--- config.mk ---
export PLATFORM = sky130hd
export DESIGN_NAME = rm2h_ctrl
export DESIGN_NICKNAME = d
export VERILOG_FILES = /design/src/hdl/rm2h_pkg.sv /design/src/hdl/rm2h_ctrl.sv
export SDC_FILE = /design/constraint.sdc
export NUM_CORES = 1
export LEC_CHECK = 0
export BUFFER_PORTS_ARGS = -buffer_cell sky130_fd_sc_hd__buf_4
export CAP_MARGIN = 20
export CORE_MARGIN = 4
export CORE_UTILIZATION = 45
export DETAILED_ROUTE_END_ITERATION = 8
export GPL_ROUTABILITY_DRIVEN = 0
export GPL_TIMING_DRIVEN = 1
export SYNTH_ARGS = -nofsm -noshare
export SYNTH_HDL_FRONTEND = slang
export SYNTH_SLANG_ARGS = --single-unit
--- constraint.sdc ---
create_clock -name clock -period 9.4 [get_ports clock]
set_input_delay 0.94 -clock clock [delete_from_list [all_inputs] [get_ports clock]]
set_output_delay 0.94 -clock clock [all_outputs]
set_load 0.02 [all_outputs]
--- src/hdl/rm2h_pkg.sv ---
// Package: shared constants, sequencer states and heap ordering for the running median block
`timescale 1ns / 1ps
package rm2h_pkg;

   localparam int HALF_CAPACITY_DEF = 512;
   localparam int SAMPLE_W          = 32;

   // heap select codes
   localparam logic HEAP_LOWER = 1'b0;
   localparam logic HEAP_UPPER = 1'b1;

   typedef enum logic [3:0] {
      S_IDLE,
      S_UP_CHECK,
      S_UP_CMP,
      S_DN_CHECK,
      S_DN_LEFT,
      S_DN_RIGHT,
      S_DN_CMP,
      S_FINISH,
      S_RESP
   } state_type;

   // true if a sits above b: max-heap for the lower half, min-heap for the upper half
   function automatic logic goes_before(input logic signed [SAMPLE_W-1:0] a,
                                        input logic signed [SAMPLE_W-1:0] b,
                                        input logic                       sel);
      goes_before = (sel == HEAP_LOWER) ? (a > b) : (a < b);
   endfunction

endpackage

--- src/hdl/rm2h_ctrl.sv ---
// Sequencer: placement decision, sift-up and sift-down over one heap at a time, result word
`timescale 1ns / 1ps
module rm2h_ctrl
   import rm2h_pkg::*;
#(
   parameter int HALF_CAPACITY = HALF_CAPACITY_DEF,
   parameter int AW            = $clog2(HALF_CAPACITY_DEF),
   parameter int CW            = $clog2(HALF_CAPACITY_DEF + 1),
   parameter int SCW           = $clog2(2 * HALF_CAPACITY_DEF + 1)
) (
   input  logic                       clock,
   input  logic                       reset,
   input  logic                       start,
   output logic                       busy,
   input  logic signed [SAMPLE_W-1:0] sample,
   output logic                       rsp_valid,
   output logic signed [SAMPLE_W:0]   rsp_median,
   output logic [SCW-1:0]             rsp_count,
   output logic                       rsp_dropped,
   output logic                       lo_we,
   output logic                       hi_we,
   output logic [AW-1:0]              wr_addr,
   output logic signed [SAMPLE_W-1:0] wr_data,
   output logic                       lo_re,
   output logic                       hi_re,
   output logic [AW-1:0]              rd_addr,
   input  logic signed [SAMPLE_W-1:0] lo_rdata,
   input  logic signed [SAMPLE_W-1:0] hi_rdata
);

   localparam logic [CW-1:0] CAP = CW'(HALF_CAPACITY);

   state_type state_ff, state_in;

   logic [CW-1:0]              lo_cnt_ff, lo_cnt_in, hi_cnt_ff, hi_cnt_in;
   logic signed [SAMPLE_W-1:0] lo_root_ff, lo_root_in, hi_root_ff, hi_root_in;
   logic                       sel_ff, sel_in;
   logic signed [SAMPLE_W-1:0] val_ff, val_in;
   logic [AW-1:0]              idx_ff, idx_in;
   logic [AW-1:0]              par_ff, par_in;
   logic                       pend_ff, pend_in;
   logic signed [SAMPLE_W-1:0] pend_val_ff, pend_val_in;
   logic signed [SAMPLE_W-1:0] child_ff, child_in;
   logic [AW-1:0]              cidx_ff, cidx_in;
   logic                       drop_ff, drop_in;

   logic                       accept;
   logic signed [SAMPLE_W-1:0] rdata;
   logic [CW-1:0]              cur_cnt;
   logic [AW:0]                left_idx;
   logic [AW+1:0]              right_idx;
   logic [AW-1:0]              parent_idx;
   logic                       we;
   logic                       re;
   logic                       cmp_out;
   logic signed [SAMPLE_W-1:0] cmp_a, cmp_b;

   assign accept     = start && (state_ff == S_IDLE);
   assign rdata      = (sel_ff == HEAP_LOWER) ? lo_rdata : hi_rdata;
   assign cur_cnt    = (sel_ff == HEAP_LOWER) ? lo_cnt_ff : hi_cnt_ff;
   assign left_idx   = {idx_ff, 1'b1};
   assign right_idx  = {1'b0, left_idx} + (AW+2)'(1);
   assign parent_idx = (idx_ff - AW'(1)) >> 1;
   assign cmp_out    = goes_before(cmp_a, cmp_b, sel_ff);

   // next state
   always_comb begin
      state_in = state_ff;
      unique case (state_ff)
         S_IDLE:     if (start) state_in = S_UP_CHECK;
         S_UP_CHECK: state_in = (idx_ff == '0) ? S_FINISH : S_UP_CMP;
         S_UP_CMP:   state_in = cmp_out ? S_UP_CHECK : S_FINISH;
         S_DN_CHECK: state_in = ((AW+1)'(cur_cnt) <= left_idx) ? S_FINISH : S_DN_LEFT;
         S_DN_LEFT:  state_in = ((AW+2)'(cur_cnt) > right_idx) ? S_DN_RIGHT : S_DN_CMP;
         S_DN_RIGHT: state_in = S_DN_CMP;
         S_DN_CMP:   state_in = cmp_out ? S_DN_CHECK : S_FINISH;
         S_FINISH:   state_in = pend_ff ? S_UP_CHECK : S_RESP;
         S_RESP:     state_in = S_IDLE;
         default:    state_in = S_IDLE;
      endcase
      // the placement decision is taken at accept; drops and sift-downs skip ahead
      if (accept) begin
         if (drop_in) begin
            state_in = S_RESP;
         end else if (pend_in) begin
            state_in = S_DN_CHECK;
         end
      end
   end

   // datapath and outputs
   always_comb begin
      lo_cnt_in   = lo_cnt_ff;
      hi_cnt_in   = hi_cnt_ff;
      sel_in      = sel_ff;
      val_in      = val_ff;
      idx_in      = idx_ff;
      par_in      = par_ff;
      pend_in     = pend_ff;
      pend_val_in = pend_val_ff;
      child_in    = child_ff;
      cidx_in     = cidx_ff;
      drop_in     = drop_ff;
      we          = 1'b0;
      re          = 1'b0;
      wr_addr     = idx_ff;
      wr_data     = val_ff;
      rd_addr     = parent_idx;
      cmp_a       = val_ff;
      cmp_b       = rdata;
      unique case (state_ff)
         S_IDLE: begin
            if (start) begin
               drop_in     = 1'b0;
               pend_in     = 1'b0;
               val_in      = sample;
               pend_val_in = sample;
               if (lo_cnt_ff >= CAP && hi_cnt_ff >= CAP) begin
                  drop_in = 1'b1;
               end else if (lo_cnt_ff == '0) begin
                  sel_in    = HEAP_LOWER;
                  idx_in    = AW'(lo_cnt_ff);
                  lo_cnt_in = lo_cnt_ff + CW'(1);
               end else if (lo_cnt_ff == hi_cnt_ff) begin
                  if (sample < hi_root_ff) begin
                     sel_in    = HEAP_LOWER;
                     idx_in    = AW'(lo_cnt_ff);
                     lo_cnt_in = lo_cnt_ff + CW'(1);
                  end else begin
                     // upper root moves down, sample replaces it
                     sel_in      = HEAP_UPPER;
                     idx_in      = '0;
                     pend_in     = 1'b1;
                     pend_val_in = hi_root_ff;
                  end
               end else if ((hi_cnt_ff == '0 && sample > lo_root_ff) ||
                            (hi_cnt_ff != '0 && !(sample < lo_root_ff))) begin
                  sel_in    = HEAP_UPPER;
                  idx_in    = AW'(hi_cnt_ff);
                  hi_cnt_in = hi_cnt_ff + CW'(1);
               end else begin
                  // lower root moves up, sample replaces it
                  sel_in      = HEAP_LOWER;
                  idx_in      = '0;
                  pend_in     = 1'b1;
                  pend_val_in = lo_root_ff;
               end
            end
         end
         S_UP_CHECK: begin
            if (idx_ff == '0) begin
               we = 1'b1;
            end else begin
               re     = 1'b1;
               par_in = parent_idx;
            end
         end
         S_UP_CMP: begin
            we = 1'b1;
            if (cmp_out) begin
               wr_data = rdata;
               idx_in  = par_ff;
            end
         end
         S_DN_CHECK: begin
            rd_addr = AW'(left_idx);
            if ((AW+1)'(cur_cnt) <= left_idx) begin
               we = 1'b1;
            end else begin
               re = 1'b1;
            end
            cidx_in = AW'(left_idx);
         end
         S_DN_LEFT: begin
            child_in = rdata;
            rd_addr  = AW'(right_idx);
            if ((AW+2)'(cur_cnt) > right_idx) begin
               re = 1'b1;
            end
         end
         S_DN_RIGHT: begin
            // pick the right child when it sits above the left
            cmp_a = rdata;
            cmp_b = child_ff;
            if (cmp_out) begin
               child_in = rdata;
               cidx_in  = AW'(right_idx);
            end
         end
         S_DN_CMP: begin
            cmp_a = child_ff;
            cmp_b = val_ff;
            we    = 1'b1;
            if (cmp_out) begin
               wr_data = child_ff;
               idx_in  = cidx_ff;
            end
         end
         S_FINISH: begin
            if (pend_ff) begin
               pend_in = 1'b0;
               sel_in  = ~sel_ff;
               val_in  = pend_val_ff;
               if (sel_ff == HEAP_LOWER) begin
                  idx_in    = AW'(hi_cnt_ff);
                  hi_cnt_in = hi_cnt_ff + CW'(1);
               end else begin
                  idx_in    = AW'(lo_cnt_ff);
                  lo_cnt_in = lo_cnt_ff + CW'(1);
               end
            end
         end
         S_RESP: begin
         end
         default: begin
         end
      endcase
   end

   assign lo_we = we && (sel_ff == HEAP_LOWER);
   assign hi_we = we && (sel_ff == HEAP_UPPER);
   assign lo_re = re && (sel_ff == HEAP_LOWER);
   assign hi_re = re && (sel_ff == HEAP_UPPER);

   // track the roots so the decision needs no memory read
   always_comb begin
      lo_root_in = lo_root_ff;
      hi_root_in = hi_root_ff;
      if (lo_we && wr_addr == '0) lo_root_in = wr_data;
      if (hi_we && wr_addr == '0) hi_root_in = wr_data;
   end

   always_ff @(posedge clock) begin
      if (reset) begin
         state_ff  <= S_IDLE;
         lo_cnt_ff <= '0;
         hi_cnt_ff <= '0;
         pend_ff   <= 1'b0;
      end else begin
         state_ff  <= state_in;
         lo_cnt_ff <= lo_cnt_in;
         hi_cnt_ff <= hi_cnt_in;
         pend_ff   <= pend_in;
      end
   end

   always_ff @(posedge clock) begin
      lo_root_ff  <= lo_root_in;
      hi_root_ff  <= hi_root_in;
      sel_ff      <= sel_in;
      val_ff      <= val_in;
      idx_ff      <= idx_in;
      par_ff      <= par_in;
      pend_val_ff <= pend_val_in;
      child_ff    <= child_in;
      cidx_ff     <= cidx_in;
      drop_ff     <= drop_in;
   end

   assign busy        = (state_ff != S_IDLE);
   assign rsp_valid   = (state_ff == S_RESP);
   assign rsp_dropped = drop_ff;
   assign rsp_count   = SCW'(lo_cnt_ff) + SCW'(hi_cnt_ff);
   assign rsp_median  = (lo_cnt_ff > hi_cnt_ff) ?
                        ((SAMPLE_W+1)'(lo_root_ff) <<< 1) :
                        ((SAMPLE_W+1)'(lo_root_ff) + (SAMPLE_W+1)'(hi_root_ff));

endmodule

# After elaboration in Yosys (flattened, before gate mapping)
# Cells that the tools add are included.
# totals
regBits,213
latch_bits,0
mem_bits_rw,0
mem_bits_ro,0
out_inout_bits,101
word_cells,170
memories,0
# op_classes
n_addsub,6
mul,0
div_mod_pow,0
order_cmp,10
eq_ne,22
shifts,0
mux,84
n_bitwise,2
n_reduce_logical,32
# op_table
op,count
32-bit two-way mux,11
32-bit case mux with 2 select lines,5
10-bit two-way mux,15
9-bit two-way mux,11
32-bit < comparator,3
32-bit > comparator,2
10-bit case mux with 2 select lines,2
9-bit case mux with 2 select lines,2
9-bit case mux with 4 select lines,1
32-bit by 32-bit adder with 33-bit output,1
33-bit two-way mux,1
4-bit case mux with 8 select lines,1
1-bit two-way mux,21
10-bit by 1-bit adder with 10-bit output (second input constant),2
10-bit >= comparator (second input constant),2
10-bit logical NOT,2
4-bit two-way mux,5
2-bit != test (second input constant),10
4-bit by 3-bit == test with 1-bit output (second input constant),4
10-bit by 1-bit adder with 11-bit output (second input constant),1
10-bit by 10-bit adder with 11-bit output,1
10-bit by 11-bit > comparator with 1-bit output,1
10-bit == test,1
10-bit > comparator,1
27 further kinds,50

# Longest topological paths before layout
# Gate-level depths: netlist (run 1).
# depth
depth_word,13
mapped_depth,21

# Least setup slack after synthesis (run 1)
# Ideal clock, no wire load.
# synth_path
path_kind,register to register
start,register state_ff[3]
end,"register child_ff[0], enable pin"
setup_time_ns,0.466
arrival_time_ns,6.262
t_required_ns,8.934
setup_slack_ns,2.672
stages_incl_launch_ff,20
n_path_buf,3
path_cell_list,dfxtp_1 > buf_2 > nor2b_1 > nand2_1 > nor2_1 > inv_1 > nand2_1 > clkbuf_1 > nor2_1 > a221oi_1 > ha_1 > a211o_1 > a21oi_1 > o21ai_0 > o221a_2 > o41ai_1 > a22oi_1 > mux2i_4 > clkbuf_1 > o21ai_0
# synth_via
elab_chain_len,6
# synth_lines
item,line_no,text
from (decl),rm2h_ctrl.sv:33,"state_type state_ff, state_in;"
from (signal assigned),rm2h_ctrl.sv:240,state_ff <= state_in;
4-bit by 3-bit == test with 1-bit output,rm2h_ctrl.sv:111,unique case (state_ff)
32-bit case mux with 2 select lines,rm2h_ctrl.sv:111,
32-bit > comparator or 32-bit < comparator (tied branches),rm2h_pkg.sv:28,goes_before = (sel == HEAP_LOWER) ? (a > b) : (a < b);
1-bit two-way mux,rm2h_pkg.sv:28,
2-bit != test (no line),--,
2-bit AND reduction (no line) *,--,
to (signal assigned),rm2h_ctrl.sv:255,child_ff <= child_in;
to (decl),rm2h_ctrl.sv:43,"logic signed [SAMPLE_W-1:0] child_ff, child_in;"
# Mark *: on every way between the ends. The rest lies on a longest branch, timed or not.
# A chain may end at the register's enable or synchronous reset.

# Final worst setup path (run 1)
# layout_path
start,register state_ff[2]
end,output port wr_data[1]
# layout_via
elab_chain_len,6
# layout_lines
item,line_no,text
4-bit by 3-bit == test with 1-bit output,rm2h_ctrl.sv:111,
32-bit case mux with 2 select lines,rm2h_ctrl.sv:111,
32-bit > comparator or 32-bit < comparator (tied branches),rm2h_pkg.sv:28,
1-bit two-way mux,rm2h_pkg.sv:28,
32-bit two-way mux (on tied branches),"rm2h_ctrl.sv:194, rm2h_ctrl.sv:160",
32-bit case mux with 2 select lines *,rm2h_ctrl.sv:111,
to (decl),rm2h_ctrl.sv:23,"output logic signed [SAMPLE_W-1:0] wr_data,"
# Marks and branches as above.

==> results by group, run 1 <==
CTS
  – CTS root buffer: clkbuf_16
  – Buffer count from post-CTS setup fixing: 0
  – H-tree Lvls: 1
  – Inserted Clock Buffers: 25
  – Clk buf depth: 3
  – CTS clk-pin slew, worst paths: around 0.06 ns
  – CTS tree: built
  – Worst-Skew Late Latency: roughly 0.54 ns
  – CTS resizes: 0
  – Hold-fix buffers, CTS: 0
  – Clk sinks: between 200 and 250

Pwr
  – Comb pwr share: 53.9%
  – Clock share of power: between 10% and 20%
  – Pleak: 8.23 nW
  – Internal power consumption: around 2.9 mW
  – Sw Ratio: a little under half
  – Pwr/cell area: between 200 and 300 nW/µm²
  – Worst VDD drop: 0.228 mV
  – Net Sw Power: approximately 2.5 mW
  – Flop pwr share: between 20 and 30%

Logic synthesis
  – Primary FF master, synth: edfxtp_1
  – Syn Inst Count: about 1900
  – Post-synth ARST share: 0%
  – Yosys reg bits: 213
  – Synth Warn #: 0
  – Post-Syn Nets: 2158
  – Seq/Total Area, Yosys: a little over a third
  – Synth unique cells: 76
  – Mapped Area: 16800 µm²
  – EDFF count, synth: about 190
  – Mean Syn Cell Area: between 8 and 9 µm²

Finish
  – Synth-to-layout area growth: 15.9%
  – Ant diodes: 0
  – Final Net Count: ~2300
  – Share of layout cells above drive strength 1: 15.2%
  – Finished Core Util: 53.0%
  – Non-Filler Instances: between 2000 and 3000
  – Final Instance Area: about 20000 µm²

Placement
  – Final HPWL DP: around 44000 µm
  – IO buf count: just under 200
  – Placed cell area: ~19000 µm²
  – Post-placement cell count: roughly 2500

Global routing
  – GRT Overall Usage: ~28%
  – Pin count of the biggest net entering global routing: slightly below 60
  – First-pass GRT wire length: 88600 µm
  – GR Overflow Total: 0
  – Antenna violations before repair: 0
  – Vias in the first global route: approximately 15000

Worst setup path
  – CP Launch Type: flop
  – Flop2flop setup slack: between 3 and 4 ns
  – Worst reg2reg path depth: 16
  – CP required: between 8 and 9 ns
  – CP Class: reg -> out
  – Worst path max stage delay: roughly 0.68 ns
  – Critical path fanouts, max: 31
  – Slowest-stage cell, CP: dfxtp_1
  – Reg2reg start: state_ff[2]$_SDFF_PP0_
  – Worst path most repeated cell: buf_4
  – WP buf/inv: 3
  – Top Family by Delay on Critical Path: simple AND/OR/NAND/NOR gates
  – WP data arrival: ~6.6 ns
  – Cell chain of the critical path: nor2b_1 > nand2_1 > nand2_1 > buf_4 > nor2_1 > a221oi_1 > ha_1 > a21oi_1 > o21ai_0 > o221a_2 > o41ai_1 > a22oi_1 > mux2i_4 > nor3_4 > buf_4 > mux2_2 > buf_4
  – Crit. End Element: primary output
  – R2r endpoint: hi_root_ff[1]$_DFFE_PP_

Timing
  – Worst-Margin Slew: about 1 ns
  – Slew Viols, Final: 0
  – Fmax: between 0.1 and 0.15 GHz
  – Final hold violations: 0
  – Fin crit period: roughly 7.5 ns
  – Slew HR: 31.5%
  – Worst-case clock skew: between 0.015 and 0.02 ns
  – Final setup TNS: 0 ns
  – RSZ-0062 raised after global routing: false
  – Hold Slack: a little over 0.5 ns
  – Final setup fails: 0
  – Fin crit share: around 80%

Worst hold path
  – Worst hold start: pend_val_ff[25]$_DFFE_PP_
  – Worst Hold End: val_ff[25]$_DFFE_PP_
  – Worst Hold Depth: 2
  – Tightest Hold Check Type: reg -> reg

Detailed routing
  – Antenna Nets Post-Route: 0
  – Final wirelength: about 59000 µm
  – Vias: ~16000
  – 1st-iter DRT viols: about 1500
  – DR DRC count: 0
  – Drt pass-1 iters: 6
  – Avg WL per Cell: between 20 and 25 µm
  – Vias per Instance: slightly above 6

Floorplanning
  – Core Region: roughly 37000 µm²
  – Io pins: 200
  – # rows: 70
  – Die Y-Extent: roughly 200 µm
  – Die ar.: slightly above 40000 µm²
  – Die W: 201 µm
  – Initial Utilization: between 40% and 50%

Run
  – Maxcap violations: 0

Outcome
  – Status: completed
[synthesized netlist by cell type, types with 3 or more instances]
library cell | instances | area share [%]
a221o_1 | 32 | 1.9
buf_2 | 9 | 0.27
o22ai_1 | 4 | 0.15
xnor2_1 | 47 | 2.5
a221oi_1 | 43 | 2.2
o21ai_0 | 115 | 3.4
o31ai_1 | 11 | 0.49
o21a_1 | 9 | 0.40
nor4b_1 | 4 | 0.21
mux2_2 | 26 | 1.7
buf_1 | 7 | 0.16
o21bai_1 | 11 | 0.49
a21oi_1 | 144 | 4.3
o211ai_1 | 23 | 1.0
and3_1 | 12 | 0.45
nor2b_1 | 24 | 0.89
nor3b_1 | 5 | 0.22
nand4_1 | 28 | 1.0
nand3_1 | 27 | 0.80
edfxtp_1 | 187 | 33
a31oi_1 | 15 | 0.56
o2bb2ai_1 | 12 | 0.63
mux2i_1 | 45 | 2.7
dfxtp_1 | 26 | 3.1
inv_1 | 163 | 3.6
a22oi_1 | 17 | 0.76
a211oi_1 | 9 | 0.40
or4_1 | 9 | 0.40
o2111ai_1 | 3 | 0.16
a21o_1 | 31 | 1.4
and2_1 | 5 | 0.19
clkbuf_1 | 77 | 1.7
nor3_1 | 24 | 0.72
a211o_1 | 4 | 0.21
nand2b_1 | 17 | 0.63
xor2_1 | 8 | 0.42
or3_1 | 11 | 0.41
nor2_1 | 144 | 3.2
or2_2 | 4 | 0.15
buf_6 | 5 | 0.34
and4_1 | 3 | 0.16
o221ai_1 | 3 | 0.16
nand2_1 | 232 | 5.2
nor4_1 | 39 | 1.5
ha_1 | 173 | 13
[worst max path at each step]
stage	start	cells after the start	end	slack [ns]
after floorplan	state_ff[3]$_SDFF_PP0_	19	child_ff[0]$_DFFE_PP_	2.67
after global placement	state_ff[2]$_SDFF_PP0_	17	wr_data[1]	2.25
after detailed placement	state_ff[2]$_SDFF_PP0_	17	wr_data[1]	2.13
after CTS	state_ff[2]$_SDFF_PP0_	17	wr_data[1]	1.53
after global routing	state_ff[2]$_SDFF_PP0_	17	wr_data[1]	1.40
final	state_ff[2]$_SDFF_PP0_	17	wr_data[1]	1.86
[power groups by stage]
stage	clock network [mW]	registers, mW	logic (mW)
floorplan	0	1.45	1.85
global placement	0	1.55	2.84
detailed placement	0	1.55	2.88
CTS	0.965	1.53	2.89
global route	1.01	1.54	3.13
finish	0.956	1.53	2.90
[final cells by class]
type,instances,area [µm²]
Fill cell,3453,17200
Tap cell,468,586
Clock inverter,11,131
Clock buffer,29,641
Inverter,164,616
Timing Repair Buffer,221,1670
Multi-Input combinational cell,1408,9690
Sequential cell,213,6140
[cells in the final DEF (no fill, tap or decap), types with 22 or more instances in the layout]
master     synthesis  routed
nand2_1          232     231
buf_4              1     220
edfxtp_1         187     187
ha_1             173     173
inv_1            163     163
a21oi_1          144     144
nor2_1           144     141
o21ai_0          115     114
xnor2_1           47      46
mux2i_1           45      45
a221oi_1          43      43
nor4_1            39      39
a221o_1           32      32
a21o_1            31      31
nand4_1           28      28
nand3_1           27      27
mux2_2            26      26
dfxtp_1           26      26
clkbuf_16          0      25
nor2b_1           24      23
o211ai_1          23      23
nor3_1            24      22
[sequential cells by signal, summed over array words and instances, names as in the netlist, 4 cells and up]
name and count:
child_ff 32, cidx_ff 9, hi_cnt_ff 10, hi_root_ff 32, lo_cnt_ff 10, lo_root_ff 32
par_ff 8, pend_val_ff 32, state_ff 4, val_ff 32, wr_addr 9
[worst reg2reg max path: cells and delay by family (launching register included)]
| kind | cells | cell delay, ns |
|---|---|---|
| AND/OR/NAND/NOR | 5 | 1.89 |
| AO/OA/AOI/OAI | 6 | 1.37 |
| buffers and inverters | 2 | 0.84 |
| multiplexers | 2 | 0.81 |
| flip-flops | 1 | 0.68 |
| adder cells (fa/ha/maj) | 1 | 0.30 |
[logic make-up (layout without fill, tap and decap cells)]
| family | count (synthesis) | after routing | synth area share, % |
|---|---|---|---|
| fa+ha+maj | 175 | 175 | 13.1 |
| compound gates | 506 | 506 | 19.9 |
| buf+inv | 263 | 425 | 6.19 |
| xor+xnor | 55 | 55 | 2.87 |
| flops | 213 | 213 | 36.5 |
| mux | 74 | 74 | 4.71 |
| simple gates | 598 | 598 | 16.7 |
[per-stage QoR]
step / power (mW) / worst slack [ns]
floorplan: 3.30 / 2.67
global placement: 4.39 / 2.25
detailed placement: 4.43 / 2.13
CTS: 5.39 / 1.53
global route: 5.68 / 1.40
finish: 5.38 / 1.86
[routing by layer]
layer / global-route usage [%] / vias to the layer above / share of wire [%]
met2: 46.8 / 733 / 48
met5: 0 / - / 0
met3: 3.69 / 131 / 7.5
met4: 11.1 / 0 / 4.9
met1: 36.1 / 7453 / 40
li1: - / 7221 / -
(Power assumes the default switching activity.)
==> run 2, diff against run 1 <==
ABC_AREA = 1   (was default)
clock period = 7.8 ns   (was 9.4 ns; I/O delays follow)
==> run 2 against run 1 <==
Against the previous run: via count rose by 13%; design area up 4.6%; first-iteration DRC count rose by 37%; non-clock buffer count down 3; critical endpoint is now wr_data[12]; largest power group unchanged.
==> results by group, run 2 <==
Outcome
  – Status: completed

Logic synthesis
  – Most common cell in the netlist: nand2_1
  – Post-synth top area cell: edfxtp_1
  – Post-synth ARST share: 0% (unchanged)
  – Synth cell count leaders: 615 x nand2_1, 291 x inv_1, 224 x nor2_1
  – EDFF count, synth: 187 (unchanged)
  – Mean Syn Cell Area: 7.42 µm² (-17%)
  – Syn Inst Count: 2364 (+25%)
  – Synth area leaders: edfxtp_1 32%, nand2_1 13%, ha_1 12%
  – Area share of the largest cell type after synthesis: 32.0% (-1.4 points)
  – Synth Warn #: 0 (unchanged)
  – Post-Syn Nets: 2638 (+22%)
  – Primary FF master, synth: edfxtp_1
  – Mapped Area: 17500 µm² (+4.4%)
  – Seq/Total Area, Yosys: 35.0% (-1.6 points)
  – Synth unique cells: 52 (-32%)
  – Yosys reg bits: 213 (unchanged)

Detailed routing
  – Vias: 17600 (+13%)
  – Vias per Instance: 5.73 (-7.3%)
  – DR DRC count: 0 (unchanged)
  – Avg WL per Cell: 20.9 µm (-11%)
  – Antenna Nets Post-Route: 0 (unchanged)
  – 1st-iter DRT viols: 2036 (+37%)
  – Drt pass-1 iters: 6 (unchanged)
  – Final wirelength: 64100 µm (+8.8%)

CTS
  – CTS root buffer: clkbuf_16
  – Worst-Skew Late Latency: 0.57 ns (+0.03 ns)
  – Hold-fix buffers, CTS: 0 (unchanged)
  – Clk buf depth: 3 (unchanged)
  – CTS tree: built
  – H-tree Lvls: 1 (unchanged)
  – Buffer count from post-CTS setup fixing: 0 (unchanged)
  – Inserted Clock Buffers: 26 (+4.0%)
  – CTS clk-pin slew, worst paths: 0.07 ns (about the same)
  – CTS resizes: 0 (unchanged)
  – Clk sinks: 213 (unchanged)

Floorplanning
  – Die Y-Extent: 205 µm (+2.1%)
  – Io pins: 200 (unchanged)
  – Core Region: 38600 µm² (+5.1%)
  – # rows: 72 (+2.9%)
  – Initial Utilization: 45.5% (-0.27 points)
  – Die W: 205 µm (+2.1%)
  – Die ar.: 42200 µm² (+4.3%)

Timing
  – Worst-Margin Slew: 1.06 ns (+0.0312 ns)
  – Final setup TNS: 0 ns (unchanged)
  – Fmax: 0.147 GHz
  – RSZ-0062 raised after global routing: false
  – Final setup fails: 0 (unchanged)
  – Worst-case clock skew: 0.0281 ns (+0.0122 ns)
  – Slew Viols, Final: 0 (unchanged)
  – Fin crit period: around 6.8 ns
  – Fin crit share: between 80% and 90%
  – Slew HR: 29.5% (-1.9 points)
  – Final hold violations: 0 (unchanged)

Run
  – Maxcap violations: 0 (unchanged)

Worst setup path
  – CP required: 7.02 ns (-1.44 ns)
  – WP data arrival: 6.01 ns (-0.59 ns)
  – Slowest-stage cell, CP: dfxtp_1
  – Worst path max stage delay: 0.80 ns (+0.12 ns)
  – Cell chain of the critical path: inv_1 > nor2_2 > inv_2 > nor2_2 > buf_4 > nor2_2 > inv_1 > o221ai_1 > ha_1 > nand2_1 > nor4_1 > nand2_1 > nand2_1 > nand2_1 > nand2_1 > nand2_1 > nand3_1 > nand2_2 > inv_2 > nand2_2 > nand2_1 > nand2_1 > inv_1 > buf_4
  – CP Class: reg -> out
  – Critical path fanouts, max: 43 (+39%)
  – CP Launch Type: flop
  – Worst path most repeated cell: nand2_1
  – Crit. End Element: primary output

Finish
  – Most frequent cells in the layout: 615 x nand2_1, 291 x inv_1, 217 x nor2_1, 217 x buf_4, 187 x edfxtp_1
  – Final Net Count: 2805 (+22%)
  – Synth-to-layout area growth: 16.0%
  – Share of layout cells above drive strength 1: 12.3% (-2.9 points)
  – Commonest non-fill, non-tap cell in the layout: nand2_1
  – Non-Filler Instances: 3070 (+22%)

Pwr
  – Worst VDD drop: 0.209 mV (-8.3%)
  – PnR Total Power: 6.96 mW (+29%)
  – Pwr/cell area: 342 nW/µm² (+24%)
  – Pleak: 9.41 nW (+14%)

Global routing
  – GR Overflow Total: 0 (unchanged)
  – Vias in the first global route: 16300 (+9.6%)
  – GRT Overall Usage: 29.5% (+1.8 points)
  – First-pass GRT wire length: 96600 µm (+9.0%)
  – Antenna violations before repair: 2 (+2)
  – Pin count of the biggest net entering global routing: 65 (+10%)

Placement
  – Post-placement cell count: 3021 (+22%)
  – IO buf count: 199 (unchanged)
  – Final HPWL DP: 49000 µm (+12%)

Worst hold path
  – Tightest Hold Check Type: reg -> reg
-- run 2: cell type report --
class / count / area (µm²)
antenna: 2 / 5.00
inverter: 305 / 1140
clock inverter: 16 / 119
timing repair buffer: 218 / 1660
clock buffer: 31 / 691
multi-input combinational: 1767 / 9950
tap: 518 / 648
fill: 3812 / 18200
sequential: 213 / 6140
-- run 2: path summary, 6_finish.rpt --
path                          start              endpoint  cells after the start  slack [ns]
max reg2reg  state_ff[2]$_SDFF_PP0_  wr_addr[7]$_DFFE_PP_                     22        1.86
max          state_ff[2]$_SDFF_PP0_           wr_data[12]                     24        1.01
min reg2reg     rsp_dropped$_DFF_P_   rsp_dropped$_DFF_P_                      2        0.50
min             rsp_dropped$_DFF_P_   rsp_dropped$_DFF_P_                      2        0.50
-- run 2: per-layer routing --
layer,part of all wire (%),up-vias,track usage [%],routed length [µm]
met5,0,-,0,0
met4,1.9,0,6.53,1200
met3,11,73,5.56,6820
met2,42,855,43.0,26800
met1,46,8266,45.3,29200
li1,-,8389,-,-
-- run 2: cell families (layout without fill, tap and decap cells) --
kind of cell | after synthesis | after routing | share of synthesized area [%]
adder cells (fa/ha/maj) | 175 | 175 | 12.6
buffers and inverters | 384 | 570 | 8.49
AND/OR/NAND/NOR | 1082 | 1082 | 25.9
flip-flops | 213 | 213 | 35.0
other | 0 | 2 | 0
XOR/XNOR | 50 | 50 | 2.50
AO/OA/AOI/OAI | 460 | 460 | 15.5
-- run 2: where the power goes --
part	internal (mW)	switching, mW	leakage, nW	total, mW
logic	1.23	2.75	7.07	3.98
registers	1.63	0.182	1.94	1.81
clock network	0.665	0.505	0.396	1.17
-- run 2: critical path: cells and delay by family (launching register included) --
family | cells | cell delay, ns
AOI/OAI and AO/OA | 1 | 0.22
adders and majority gates | 1 | 0.35
buffers and inverters | 7 | 1.92
DFF | 1 | 0.80
and+or+nand+nor | 15 | 2.15
-- run 2: through the flow --
stage	hold slack [ns]	utilization [%]	area [µm²]	setup slack, ns
after detailed placement	0.485	50.7	19500	1.61
after global routing	0.532	52.8	20400	0.485
after floorplan	0.456	-	17500	2.27
after CTS	0.495	52.8	20300	1.03
after global placement	0.480	50.6	19500	1.81
final	0.503	52.8	20400	1.01
